$ cat config.mk
export PLATFORM = sky130hd
export DESIGN_NAME = adts_stream_deframer_unit_flat
export DESIGN_NICKNAME = d
export VERILOG_FILES = /design/src/rtl/core/adts_dfr_pkg.sv /design/src/rtl/core/adts_dfr_if.sv /design/src/rtl/core/adts_dfr_in_stage.sv /design/src/rtl/core/adts_dfr_out_stage.sv /design/src/rtl/core/adts_dfr_core.sv /design/src/rtl/core/adts_stream_deframer_unit.sv /design/src/flat_wrapper.sv
export SDC_FILE = /design/constraint.sdc
export NUM_CORES = 1
export LEC_CHECK = 0
export ABC_AREA = 1
export BUFFER_PORTS_ARGS = -buffer_cell sky130_fd_sc_hd__buf_2
export CORE_AREA = 5 5 153 302
export DETAILED_ROUTE_END_ITERATION = 7
export DIE_AREA = 0 0 158 307
export PLACE_DENSITY = 0.78
export SLEW_MARGIN = 20
export SYNTH_ARGS = -nofsm -noshare
export SYNTH_HDL_FRONTEND = slang
export SYNTH_HIERARCHICAL = 1
export SYNTH_SLANG_ARGS = --single-unit
$ cat constraint.sdc
create_clock -name clk -period 16.3 [get_ports clk]
set_input_delay 4.075 -clock clk [delete_from_list [all_inputs] [get_ports clk]]
set_output_delay 4.075 -clock clk [all_outputs]
set_load 0.03 [all_outputs]
$ cat src/rtl/core/adts_dfr_pkg.sv
// shared types and constants of the adts stream deframer
package adts_dfr_pkg;

  // parser phase
  typedef enum logic [2:0] {
    PH_TAG_CHECK = 3'd0,
    PH_TAG_SKIP  = 3'd1,
    PH_HUNT      = 3'd2,
    PH_CONFIRM   = 3'd3,
    PH_LOCKED    = 3'd4,
    PH_DONE      = 3'd5
  } phase_t;

  // window and field geometry
  localparam int WIN_DEPTH = 10;
  localparam int HDR_BYTES = 6;
  localparam int POS_W     = 4;
  localparam int LEN_W     = 13;
  localparam int SKIP_W    = 29;
  localparam int SIZE_W    = 28;

  // sync word and header masks
  localparam logic [7:0] SYNC_BYTE    = 8'hFF;
  localparam logic [7:0] SYNC_MASK    = 8'hF6;
  localparam logic [7:0] SYNC_MATCH   = 8'hF0;
  localparam logic [7:0] PROFILE_MASK = 8'hC0;
  localparam logic [7:0] RATE_MASK    = 8'h3C;

  // id3v2 tag constants
  localparam logic [7:0] ID3_CHAR_I   = 8'h49;
  localparam logic [7:0] ID3_CHAR_D   = 8'h44;
  localparam logic [7:0] ID3_CHAR_3   = 8'h33;
  localparam logic [7:0] FOOTER_BIT   = 8'h10;
  localparam logic [7:0] SYNCSAFE_LIM = 8'h80;
  localparam int         FOOTER_BYTES = 10;

  localparam logic [LEN_W-1:0] MIN_FRAME_LEN = 13'd7;

  // confirmation register
  localparam logic [1:0] CONFIRM_RESET = 2'd2;
  localparam logic [1:0] CONFIRM_MAX   = 2'd2;

  typedef struct packed {
    logic [7:0] data_byte;
    logic       last_byte;
  } byte_item_t;

  typedef struct packed {
    logic        found;
    logic [1:0]  profile;
    logic [3:0]  rate_index;
    logic [2:0]  channel_config;
    logic [31:0] frame_total;
    logic [31:0] frame_bytes_total;
    logic [31:0] audio_start;
    logic        tag_present;
  } result_t;

  // handshake between the core and the register stages
  typedef struct packed {
    logic item_valid;
    logic slot_free;
  } stage_status_t;

  typedef struct packed {
    logic advance;
    logic res_load;
  } core_ctrl_t;

endpackage

$ cat src/rtl/core/adts_dfr_if.sv
// byte stream and result channel interfaces
interface adts_dfr_byte_if;
  logic       valid;
  logic       ready;
  logic [7:0] data_byte;
  logic       last_byte;

  modport source (output valid, output data_byte, output last_byte, input ready);
  modport sink   (input valid, input data_byte, input last_byte, output ready);
endinterface

interface adts_dfr_res_if;
  logic        valid;
  logic        ready;
  logic        found;
  logic [1:0]  profile;
  logic [3:0]  rate_index;
  logic [2:0]  channel_config;
  logic [31:0] frame_total;
  logic [31:0] frame_bytes_total;
  logic [31:0] audio_start;
  logic        tag_present;

  modport source (
    output valid, output found, output profile, output rate_index,
    output channel_config, output frame_total, output frame_bytes_total,
    output audio_start, output tag_present, input ready
  );
  modport sink (
    input valid, input found, input profile, input rate_index,
    input channel_config, input frame_total, input frame_bytes_total,
    input audio_start, input tag_present, output ready
  );
endinterface

$ cat src/rtl/core/adts_dfr_in_stage.sv
// input register for the byte stream
module adts_dfr_in_stage import adts_dfr_pkg::*; (
  input  logic                  clk,
  input  logic                  rst,
  adts_dfr_byte_if.sink         byte_stream,
  input  core_ctrl_t            ctrl,
  output logic                  item_valid,
  output byte_item_t            item
);

  logic take;

  assign byte_stream.ready = !item_valid || ctrl.advance;
  assign take              = byte_stream.valid && byte_stream.ready;

  always_ff @(posedge clk) begin
    if (rst) begin
      item_valid <= 1'b0;
    end else if (take) begin
      item_valid <= 1'b1;
    end else if (ctrl.advance) begin
      item_valid <= 1'b0;
    end
  end

  always_ff @(posedge clk) begin
    if (take) begin
      item.data_byte <= byte_stream.data_byte;
      item.last_byte <= byte_stream.last_byte;
    end
  end

endmodule

$ cat src/rtl/core/adts_dfr_out_stage.sv
// result register for the end-of-stream report
module adts_dfr_out_stage import adts_dfr_pkg::*; (
  input  logic                  clk,
  input  logic                  rst,
  input  core_ctrl_t            ctrl,
  input  result_t               res,
  output logic                  slot_free,
  adts_dfr_res_if.source        result
);

  logic    res_valid;
  result_t res_hold;

  assign slot_free = !res_valid || result.ready;

  always_ff @(posedge clk) begin
    if (rst) begin
      res_valid <= 1'b0;
    end else if (ctrl.res_load) begin
      res_valid <= 1'b1;
    end else if (result.ready) begin
      res_valid <= 1'b0;
    end
  end

  always_ff @(posedge clk) begin
    if (ctrl.res_load) begin
      res_hold <= res;
    end
  end

  assign result.valid             = res_valid;
  assign result.found             = res_hold.found;
  assign result.profile           = res_hold.profile;
  assign result.rate_index        = res_hold.rate_index;
  assign result.channel_config    = res_hold.channel_config;
  assign result.frame_total       = res_hold.frame_total;
  assign result.frame_bytes_total = res_hold.frame_bytes_total;
  assign result.audio_start       = res_hold.audio_start;
  assign result.tag_present       = res_hold.tag_present;

endmodule

$ cat src/rtl/core/adts_dfr_core.sv
// tag skip, sync hunt, header confirmation and frame counting
module adts_dfr_core import adts_dfr_pkg::*; #(
  parameter int COUNT_BITS = 32
) (
  input  logic          clk,
  input  logic          rst,
  input  logic          cfg_wr_en,
  input  logic [1:0]    cfg_wr_data,
  input  stage_status_t status,
  input  byte_item_t    item,
  output core_ctrl_t    ctrl,
  output result_t       res
);

  localparam logic [COUNT_BITS-1:0] CNT_MAX = '1;

  // registers
  phase_t                phase;
  logic [7:0]            win [WIN_DEPTH];
  logic [POS_W-1:0]      byte_pos;
  logic [SKIP_W-1:0]     skip_rem;
  logic [1:0]            first_profile;
  logic [3:0]            first_rate;
  logic [2:0]            first_chan;
  logic [1:0]            conf_seen;
  logic [COUNT_BITS-1:0] frames;
  logic [COUNT_BITS-1:0] bytes_sum;
  logic [COUNT_BITS-1:0] offset;
  logic [COUNT_BITS-1:0] start_offset;
  logic                  tag_seen;
  logic [1:0]            confirm_headers;

  // next values for one byte
  phase_t                phase_next;
  logic [7:0]            win_next [WIN_DEPTH];
  logic [POS_W-1:0]      byte_pos_next;
  logic [SKIP_W-1:0]     skip_rem_next;
  logic [1:0]            first_profile_next;
  logic [3:0]            first_rate_next;
  logic [2:0]            first_chan_next;
  logic [1:0]            conf_seen_next;
  logic [COUNT_BITS-1:0] frames_next;
  logic [COUNT_BITS-1:0] bytes_sum_next;
  logic [COUNT_BITS-1:0] offset_next;
  logic [COUNT_BITS-1:0] start_offset_next;
  logic                  tag_seen_next;

  // decode
  logic                  advance;
  logic                  last;
  logic                  take_byte;
  logic                  skip_zero;
  logic [SKIP_W-1:0]     skip_dec;
  logic [POS_W-1:0]      pos_inc;
  logic                  pos_full;
  logic                  pos_hdr;
  logic [1:0]            hdr_profile;
  logic [3:0]            hdr_rate;
  logic [2:0]            hdr_chan;
  logic [LEN_W-1:0]      hdr_len;
  logic                  hdr_sync;
  logic                  hunt_hit;
  logic                  hdr_match;
  logic                  tag_ok;
  logic [SIZE_W-1:0]     tag_size;
  logic [SKIP_W-1:0]     tag_skip;
  logic                  hunt_take;
  logic                  hdr_eval;
  logic                  conf_ok;
  logic                  count_ok;
  logic                  conf_fail;
  logic [1:0]            conf_inc;
  logic [1:0]            target;
  phase_t                lock_phase;
  logic [COUNT_BITS:0]   bytes_add;
  logic [COUNT_BITS-1:0] frames_inc;
  logic [COUNT_BITS-1:0] offset_inc;
  logic [SKIP_W-1:0]     frame_skip;

  assign last    = item.last_byte;
  assign advance = status.item_valid && (!last || status.slot_free);
  assign ctrl.advance  = advance;
  assign ctrl.res_load = advance && last;

  // shifted window, newest byte last
  always_comb begin
    for (int i = 0; i < WIN_DEPTH - 1; i++) begin
      win_next[i] = win[i+1];
    end
    win_next[WIN_DEPTH-1] = item.data_byte;
  end

  assign skip_zero = (skip_rem == '0);
  assign skip_dec  = skip_zero ? skip_rem : skip_rem - 1'b1;
  assign take_byte = (phase == PH_TAG_CHECK) || (phase == PH_HUNT)
                  || (((phase == PH_CONFIRM) || (phase == PH_LOCKED)) && skip_zero);
  assign pos_full  = (byte_pos == POS_W'(WIN_DEPTH));
  assign pos_inc   = pos_full ? byte_pos : byte_pos + 1'b1;
  assign pos_hdr   = (pos_inc >= POS_W'(HDR_BYTES));

  // header fields from the last six bytes
  assign hdr_profile = 2'((win_next[6] & PROFILE_MASK) >> 6);
  assign hdr_rate    = 4'((win_next[6] & RATE_MASK) >> 2);
  assign hdr_chan    = {win_next[6][0], win_next[7][7:6]};
  assign hdr_len     = {win_next[7][1:0], win_next[8], win_next[9][7:5]};
  assign hdr_sync    = (win_next[4] == SYNC_BYTE)
                    && ((win_next[5] & SYNC_MASK) == SYNC_MATCH);
  assign hunt_hit    = hdr_sync && (hdr_len >= MIN_FRAME_LEN);
  assign hdr_match   = (hdr_profile == first_profile) && (hdr_rate == first_rate)
                    && (hdr_chan == first_chan);

  // id3v2 tag test over the full window
  assign tag_ok = (phase == PH_TAG_CHECK) && (pos_inc == POS_W'(WIN_DEPTH))
               && (win_next[0] == ID3_CHAR_I) && (win_next[1] == ID3_CHAR_D)
               && (win_next[2] == ID3_CHAR_3)
               && (win_next[3] != SYNC_BYTE) && (win_next[4] != SYNC_BYTE)
               && (win_next[6] < SYNCSAFE_LIM) && (win_next[7] < SYNCSAFE_LIM)
               && (win_next[8] < SYNCSAFE_LIM) && (win_next[9] < SYNCSAFE_LIM);
  assign tag_size = {win_next[6][6:0], win_next[7][6:0], win_next[8][6:0],
                     win_next[9][6:0]};
  assign tag_skip = SKIP_W'(tag_size)
                  + (((win_next[5] & FOOTER_BIT) != 8'h00) ? SKIP_W'(FOOTER_BYTES)
                                                           : SKIP_W'(0));

  assign hunt_take = ((phase == PH_TAG_CHECK) || (phase == PH_HUNT)) && pos_hdr
                  && !tag_ok && hunt_hit;
  assign hdr_eval  = ((phase == PH_CONFIRM) || (phase == PH_LOCKED)) && skip_zero
                  && pos_hdr;
  assign conf_ok   = hunt_hit && hdr_match;
  assign count_ok  = hdr_eval && ((phase == PH_CONFIRM) ? conf_ok : hunt_hit);
  assign conf_fail = hdr_eval && (phase == PH_CONFIRM) && !conf_ok;
  assign conf_inc  = conf_seen + 1'b1;
  // a setting of three behaves as two
  assign target    = (confirm_headers > CONFIRM_MAX) ? CONFIRM_MAX : confirm_headers;
  assign lock_phase = (target == 2'd0) ? PH_LOCKED : PH_CONFIRM;

  assign frames_inc = (frames == CNT_MAX) ? frames : frames + 1'b1;
  assign offset_inc = (offset == CNT_MAX) ? offset : offset + 1'b1;
  assign bytes_add  = {1'b0, bytes_sum} + (COUNT_BITS+1)'(hdr_len);
  assign frame_skip = SKIP_W'(hdr_len) - SKIP_W'(HDR_BYTES);

  // next phase
  always_comb begin
    phase_next = phase;
    unique case (phase)
      PH_TAG_CHECK: begin
        if (tag_ok) begin
          phase_next = (tag_skip != '0) ? PH_TAG_SKIP : PH_HUNT;
        end else if (hunt_take) begin
          phase_next = lock_phase;
        end else if (pos_inc == POS_W'(WIN_DEPTH)) begin
          phase_next = PH_HUNT;
        end
      end
      PH_TAG_SKIP: begin
        if (skip_dec == '0) begin
          phase_next = PH_HUNT;
        end
      end
      PH_HUNT: begin
        if (hunt_take) begin
          phase_next = lock_phase;
        end
      end
      PH_CONFIRM: begin
        if (conf_fail) begin
          phase_next = PH_HUNT;
        end else if (count_ok && (conf_inc >= target)) begin
          phase_next = PH_LOCKED;
        end
      end
      PH_LOCKED: begin
        if (hdr_eval && !hunt_hit) begin
          phase_next = PH_DONE;
        end
      end
      PH_DONE: phase_next = PH_DONE;
      default: phase_next = phase;
    endcase
  end

  // datapath next values
  always_comb begin
    byte_pos_next      = byte_pos;
    skip_rem_next      = skip_rem;
    first_profile_next = first_profile;
    first_rate_next    = first_rate;
    first_chan_next    = first_chan;
    conf_seen_next     = conf_seen;
    frames_next        = frames;
    bytes_sum_next     = bytes_sum;
    start_offset_next  = start_offset;
    tag_seen_next      = tag_seen;
    offset_next        = offset_inc;

    if (take_byte) begin
      byte_pos_next = pos_inc;
    end
    if ((phase == PH_TAG_SKIP) || ((phase == PH_CONFIRM) || (phase == PH_LOCKED))) begin
      skip_rem_next = skip_dec;
    end
    if ((phase == PH_TAG_SKIP) && (skip_dec == '0)) begin
      byte_pos_next = '0;
    end
    if (tag_ok) begin
      tag_seen_next = 1'b1;
      skip_rem_next = tag_skip;
      byte_pos_next = '0;
    end
    if (hdr_eval) begin
      byte_pos_next = '0;
    end
    if (hunt_take) begin
      first_profile_next = hdr_profile;
      first_rate_next    = hdr_rate;
      first_chan_next    = hdr_chan;
      conf_seen_next     = '0;
      frames_next        = COUNT_BITS'(1);
      bytes_sum_next     = COUNT_BITS'(hdr_len);
      start_offset_next  = offset - COUNT_BITS'(HDR_BYTES - 1);
      skip_rem_next      = frame_skip;
      byte_pos_next      = '0;
    end
    if (count_ok) begin
      frames_next    = frames_inc;
      bytes_sum_next = bytes_add[COUNT_BITS] ? CNT_MAX : bytes_add[COUNT_BITS-1:0];
      skip_rem_next  = frame_skip;
      if (phase == PH_CONFIRM) begin
        conf_seen_next = conf_inc;
      end
    end
    if (conf_fail) begin
      first_profile_next = '0;
      first_rate_next    = '0;
      first_chan_next    = '0;
      conf_seen_next     = '0;
      frames_next        = '0;
      bytes_sum_next     = '0;
      start_offset_next  = '0;
    end
  end

  // end-of-stream report
  always_comb begin
    res.found = (phase_next == PH_CONFIRM) || (phase_next == PH_LOCKED)
             || (phase_next == PH_DONE);
    res.profile           = res.found ? first_profile_next : 2'd0;
    res.rate_index        = res.found ? first_rate_next : 4'd0;
    res.channel_config    = res.found ? first_chan_next : 3'd0;
    res.frame_total       = 32'(frames_next);
    res.frame_bytes_total = 32'(bytes_sum_next);
    res.audio_start       = res.found ? 32'(start_offset_next) : 32'd0;
    res.tag_present       = tag_seen_next;
  end

  always_ff @(posedge clk) begin
    if (rst) begin
      confirm_headers <= CONFIRM_RESET;
    end else if (cfg_wr_en) begin
      confirm_headers <= cfg_wr_data;
    end
  end

  // a finished file puts the parser state back to its reset values; confirm_headers keeps its setting
  always_ff @(posedge clk) begin
    if (rst) begin
      phase         <= PH_TAG_CHECK;
      byte_pos      <= '0;
      skip_rem      <= '0;
      first_profile <= '0;
      first_rate    <= '0;
      first_chan    <= '0;
      conf_seen     <= '0;
      frames        <= '0;
      bytes_sum     <= '0;
      offset        <= '0;
      start_offset  <= '0;
      tag_seen      <= 1'b0;
    end else if (advance) begin
      if (last) begin
        phase         <= PH_TAG_CHECK;
        byte_pos      <= '0;
        skip_rem      <= '0;
        first_profile <= '0;
        first_rate    <= '0;
        first_chan    <= '0;
        conf_seen     <= '0;
        frames        <= '0;
        bytes_sum     <= '0;
        offset        <= '0;
        start_offset  <= '0;
        tag_seen      <= 1'b0;
      end else begin
        phase         <= phase_next;
        byte_pos      <= byte_pos_next;
        skip_rem      <= skip_rem_next;
        first_profile <= first_profile_next;
        first_rate    <= first_rate_next;
        first_chan    <= first_chan_next;
        conf_seen     <= conf_seen_next;
        frames        <= frames_next;
        bytes_sum     <= bytes_sum_next;
        offset        <= offset_next;
        start_offset  <= start_offset_next;
        tag_seen      <= tag_seen_next;
      end
    end
  end

  // window bytes are only read once enough new bytes have arrived
  always_ff @(posedge clk) begin
    if (advance && take_byte) begin
      win <= win_next;
    end
  end

  a_skip_nonzero: assert property (@(posedge clk) disable iff (rst)
    (phase == PH_TAG_SKIP) |-> (skip_rem != '0))
    else $error("tag skip phase with nothing left to skip");

  a_pos_range: assert property (@(posedge clk) disable iff (rst)
    byte_pos <= POS_W'(WIN_DEPTH))
    else $error("window fill count out of range");

  a_confirm_count: assert property (@(posedge clk) disable iff (rst)
    (phase == PH_CONFIRM) |-> (conf_seen < CONFIRM_MAX))
    else $error("confirmation count beyond target while confirming");

  a_clear_after_report: assert property (@(posedge clk) disable iff (rst)
    ctrl.res_load |=> ((phase == PH_TAG_CHECK) && (offset == '0) && (frames == '0)))
    else $error("state not cleared after end of stream");

  a_load_needs_slot: assert property (@(posedge clk) disable iff (rst)
    ctrl.res_load |-> status.slot_free)
    else $error("result loaded while output register is occupied");

endmodule

$ cat src/rtl/core/adts_stream_deframer_unit.sv
// top level of the adts stream deframer
//
//  channel      dir  handshake     payload
//  byte_stream  in   valid/ready   data_byte[7:0], last_byte
//  result       out  valid/ready   found, profile, rate_index, channel_config,
//                                  frame_total, frame_bytes_total, audio_start,
//                                  tag_present
//  cfg          in   cfg_wr_en     cfg_wr_data[1:0] (confirm_headers)
//
// one byte per cycle sustained, except that a file's last byte waits while
// the result register is occupied; each byte waits in the input register
// until the parser takes it; the report loads as a file's last byte is taken
// rst is synchronous; it clears the parser and sets confirm_headers to 2
// only the last byte waits on the result register; other bytes keep flowing
// while a report sits unclaimed on the result channel
module adts_stream_deframer_unit import adts_dfr_pkg::*; #(
  parameter int COUNT_BITS = 32
) (
  input  logic             clk,
  input  logic             rst,
  adts_dfr_byte_if.sink    byte_stream,
  adts_dfr_res_if.source   result,
  input  logic             cfg_wr_en,
  input  logic [1:0]       cfg_wr_data
);

  // status from the register stages, control from the parser
  stage_status_t status;
  core_ctrl_t    ctrl;
  byte_item_t    item;
  result_t       res;
  logic          item_valid;
  logic          slot_free;

  assign status.item_valid = item_valid;
  assign status.slot_free  = slot_free;

  // input register, refilled in the cycle that the parser takes a byte
  adts_dfr_in_stage u_in_stage (
    .clk         (clk),
    .rst         (rst),
    .byte_stream (byte_stream),
    .ctrl        (ctrl),
    .item_valid  (item_valid),
    .item        (item)
  );

  // tag skip, sync hunt, confirmation and frame counting
  adts_dfr_core #(
    .COUNT_BITS (COUNT_BITS)
  ) u_core (
    .clk         (clk),
    .rst         (rst),
    .cfg_wr_en   (cfg_wr_en),
    .cfg_wr_data (cfg_wr_data),
    .status      (status),
    .item        (item),
    .ctrl        (ctrl),
    .res         (res)
  );

  // result register, one report per file
  adts_dfr_out_stage u_out_stage (
    .clk       (clk),
    .rst       (rst),
    .ctrl      (ctrl),
    .res       (res),
    .slot_free (slot_free),
    .result    (result)
  );

endmodule

$ cat src/flat_wrapper.sv
// flat-port wrapper written by rule: the top's interface ports become plain ports
module adts_stream_deframer_unit_flat import adts_dfr_pkg::*;
#(
  parameter int COUNT_BITS = 32
)
  (clk, rst, cfg_wr_en, cfg_wr_data, byte_stream_valid, byte_stream_data_byte, byte_stream_last_byte, byte_stream_ready, result_valid, result_found, result_profile, result_rate_index, result_channel_config, result_frame_total, result_frame_bytes_total, result_audio_start, result_tag_present, result_ready);
  adts_dfr_byte_if byte_stream_i ();
  adts_dfr_res_if result_i ();
  input  logic clk;
  input  logic rst;
  input  logic cfg_wr_en;
  input  logic [1:0] cfg_wr_data;
  input wire logic [$bits(byte_stream_i.valid)-1:0] byte_stream_valid;
  input wire logic [$bits(byte_stream_i.data_byte)-1:0] byte_stream_data_byte;
  input wire logic [$bits(byte_stream_i.last_byte)-1:0] byte_stream_last_byte;
  output wire logic [$bits(byte_stream_i.ready)-1:0] byte_stream_ready;
  output wire logic [$bits(result_i.valid)-1:0] result_valid;
  output wire logic [$bits(result_i.found)-1:0] result_found;
  output wire logic [$bits(result_i.profile)-1:0] result_profile;
  output wire logic [$bits(result_i.rate_index)-1:0] result_rate_index;
  output wire logic [$bits(result_i.channel_config)-1:0] result_channel_config;
  output wire logic [$bits(result_i.frame_total)-1:0] result_frame_total;
  output wire logic [$bits(result_i.frame_bytes_total)-1:0] result_frame_bytes_total;
  output wire logic [$bits(result_i.audio_start)-1:0] result_audio_start;
  output wire logic [$bits(result_i.tag_present)-1:0] result_tag_present;
  input wire logic [$bits(result_i.ready)-1:0] result_ready;
  assign byte_stream_i.valid = byte_stream_valid;
  assign byte_stream_i.data_byte = byte_stream_data_byte;
  assign byte_stream_i.last_byte = byte_stream_last_byte;
  assign byte_stream_ready = byte_stream_i.ready;
  assign result_valid = result_i.valid;
  assign result_found = result_i.found;
  assign result_profile = result_i.profile;
  assign result_rate_index = result_i.rate_index;
  assign result_channel_config = result_i.channel_config;
  assign result_frame_total = result_i.frame_total;
  assign result_frame_bytes_total = result_i.frame_bytes_total;
  assign result_audio_start = result_i.audio_start;
  assign result_tag_present = result_i.tag_present;
  assign result_i.ready = result_ready;
  adts_stream_deframer_unit #(.COUNT_BITS(COUNT_BITS)) u_core (.clk(clk), .rst(rst), .byte_stream(byte_stream_i), .result(result_i), .cfg_wr_en(cfg_wr_en), .cfg_wr_data(cfg_wr_data));
endmodule
==> qor.csv <==
stage;metric;value;unit
status;status;completed;
detailed_routing;first_iter_violations;1723;
detailed_routing;vias;20360;
worst_setup_path;end_kind;output pin;
yosys;synth_top_cell_by_area;edfxtp_1;
final_layout;fin_cells;3596;
placed_design;numPortBuffers;124;
yosys;synth_edf_count;188;
timing;tns;0;ps
grt;antenna_found_initial;0;
cts;cts_htree_levels;2;
die;dieArea;48510;sq um
grt;track_usage;24.86;%
power_and_ir_drop;power.share.sequential;24.8;%
yosys;synth-seq-cells;368;
timing;clock_skew;21.17;ps
job;cap_violations;0;
power_and_ir_drop;pwr_density_cell;186.5;nW/um^2
cts;clockBufferDepth;3;
power_and_ir_drop;power_frac_comb;55.9;%
yosys;synth_top_cell_area_share;26.24;%
detailed_routing;ant_nets;0;
yosys;postSynthCellCount;2958;
worst_setup_path;cp-start-kind;input port;
worst_setup_path;r2r_cells;14;
final_layout;final_nets;3056;
placed_design;gp_congestion;0.9847;
hold_path;min_from;u_core/u_core/win[27]$_DFFE_PP_;
yosys;synth_flop_cell;edfxtp_1;
timing;worst_pin_slew;1093;ps
timing;fin_crit_sh;58.74;%
timing;min_period;9574;ps
yosys;ys_seq_area_share;42.98;%
detailed_routing;drc;0;
cts;clock_latency;550;ps
yosys;avgSynthCellArea;7.275;sq um
placed_design;hpwl;44310;um
placed_design;placed_cells;3532;
timing;setup_viol;0;
power_and_ir_drop;power.share.clock;19.2;%
power_and_ir_drop;p_leak;9.398;nW
detailed_routing;routed_wl;61970;um
final_layout;area_growth;9.745;%
die;core_area;43780;sq um
timing;fmax;0.1045;GHz
timing;rsz0062_at_grt;no;
yosys;synthTopCellsByArea;edfxtp_1, dfxtp_1, nand2_1;
grt;grt_max_degree;102;
detailed_routing;wl_per_cell;17.23;um
die;std_cell_rows;109;
yosys;synthArstFlopShare;0;%
cts;ctsRootBufferMaster;clkbuf_16;
worst_setup_path;r2r-start;u_core/u_in_stage/item[7]$_DFFE_PP_;
power_and_ir_drop;intPower;2.333;mW
final_layout;antenna_cells;0;
worst_setup_path;cp_max_fo;18;
final_layout;drive_gt1_share;10.56;%
final_layout;multi_input_area;10570;sq um
final_layout;final_common_cell;nand2_1;
cts;post_cts_resize_count;0;
die;die_h;307;um
cts;tritoncts;yes;
timing;max_slew_margin;26.99;%
worst_setup_path;cp.arrival;5500;ps
hold_path;whs_path_depth;0;
detailed_routing;firstDrtPassIters;6;
cts;cts_setup_buffers;0;
detailed_routing;vias_per_cell;5.663;
final_layout;fill_cells;4130;
worst_setup_path;path_class;input port to output pin;
grt;overflow;0;
worst_setup_path;rr_endpoint;u_core/u_core/skip_rem[16]$_SDFFE_PP0P_;
worst_setup_path;r2r_setup_slack;11940;ps
final_layout;final_cell_mix;nand2_1, nor2_1, inv_1;
cts;cts_hold_buf;0;
die;die_w;158;um
hold_path;holdPathEnd;u_core/u_core/win[35]$_DFFE_PP_;
die;ios;125;
final_layout;seq_area;9249;sq um
yosys;synth_area;21520;sq um
timing;finalHoldViolCount;0;
power_and_ir_drop;p_sw_share;47.04;%
cts;clock_sinks;368;
yosys;yosysWarnings;6;
worst_setup_path;critPathRequiredTime;12230;ps
grt;grt_first_pass_wirelength;98350;um
die;start_util;49.15;%
grt;grt_pass1_vias;19040;
power_and_ir_drop;switchingPower;2.072;mW
yosys;synth_nets;3000;
cts;clk_pin_slew;60;ps
timing;drv_slew;0;
hold_path;hold_class;flop to flop;
yosys;yosysUniqueCellTypes;54;
power_and_ir_drop;ir_drop;0.4150;mV
cts;numCtsBuffers;35;
## registers in the layout, indices dropped and copies added (netlist names), 3 cells and up
register	flops
u_core/u_out_stage/result.frame_total	32
u_core/u_core/first_chan	3
u_core/u_core/frames	32
u_core/u_core/bytes_sum	32
u_core/u_core/tag_size	5
u_core/u_core/byte_pos	4
u_core/u_core/phase	3
u_core/u_out_stage/result.rate_index	4
u_core/u_core/offset	32
u_core/u_core/hdr_chan	3
u_core/u_core/win	48
u_core/u_core/hdr_len	10
u_core/u_core/start_offset	32
u_core/u_out_stage/result.channel_config	3
u_core/u_out_stage/result.audio_start	32
u_core/u_core/hdr_rate	4
u_core/u_out_stage/result.frame_bytes_total	32
u_core/u_core/first_rate	4
u_core/u_core/skip_rem	29
u_core/u_in_stage/item	9
## synth_stat cells, drive strengths merged (2+ instances only)
| cell type | n |
|---|---|
| nand2 | 824 |
| nor2 | 372 |
| inv | 307 |
| a21oi | 260 |
| edfxtp | 188 |
| dfxtp | 180 |
| nand3 | 160 |
| o21ai | 112 |
| clkbuf | 80 |
| nor3 | 66 |
| nand4 | 65 |
| xor2 | 63 |
| buf | 38 |
| or2 | 35 |
| and3 | 29 |
| o211ai | 28 |
| ha | 25 |
| nor4 | 22 |
| xnor2 | 18 |
| a22oi | 15 |
| o22ai | 14 |
| nand3b | 9 |
| clkinv | 7 |
| a211oi | 6 |
| a32oi | 5 |
| a21o | 4 |
| o31ai | 4 |
| a31oi | 3 |
| nor3b | 3 |
| o21a | 3 |
| a311oi | 2 |
| and2 | 2 |
## worst max-delay path by stage
stage	from	endpoint	slack, ps
floorplan	result_ready	byte_stream_ready	7150
global placement	result_ready	byte_stream_ready	6810
detailed placement	result_ready	byte_stream_ready	6770
CTS	result_ready	byte_stream_ready	6770
global route	result_ready	byte_stream_ready	6590
finish	result_ready	byte_stream_ready	6730
## final cells by class
cell class | instances | share of cell area (%)
multi-input combinational | 2158 | 44.77
sequential | 368 | 39.17
inverter | 314 | 5.012
clock buffer | 46 | 4.186
timing repair buffer | 137 | 3.084
tap | 555 | 2.941
clock inverter | 18 | 0.8477
## power by group through the flow
stage	combinational, mW	clock (mW)	sequential [mW]
finish	2.46	0.848	1.09
global route	2.76	0.902	1.10
CTS	2.41	0.865	1.09
detailed placement	2.38	0	1.11
global placement	2.37	0	1.11
floorplan	1.87	0	1.11
## per-stage QoR
step | util [%] | worst slack, ps | area [sq um] | hold slack, ps | total power [mW]
after floorplan | - | 7155 | 21520 | 400.3 | 2.975
after global placement | 51.21 | 6806 | 22420 | 405.0 | 3.475
after detailed placement | 51.21 | 6770 | 22420 | 404.5 | 3.495
after CTS | 53.93 | 6765 | 23610 | 420.0 | 4.361
after global routing | 53.94 | 6592 | 23620 | 425.0 | 4.757
final | 53.94 | 6726 | 23620 | 419.1 | 4.405
## cells by family after synthesis
family	synth area share [%]
flip-flops	42.98
buffers and inverters	8.053
XOR/XNOR	3.297
adder cells (fa/ha/maj)	1.547
AO/OA/AOI/OAI	12.61
AND/OR/NAND/NOR	31.51
## layer usage
| metal | track usage, % | up-vias | share of wire [%] |
|---|---|---|---|
| li1 | - | 9883 | - |
| met4 | 9.293 | 0 | 3.6 |
| met1 | 31.66 | 9512 | 39 |
| met3 | 3.436 | 138 | 7.7 |
| met2 | 42.67 | 831 | 49 |
| met5 | 0 | - | 0 |
## critical path: stages
cell and delay (ps):
buf_2 90, inv_1 50, nand2_2 70, o21ai_4 220, clkinv_1 530, inv_2 200
nand2_2 70, buf_2 180
Power figures use the tool's default switching activity.
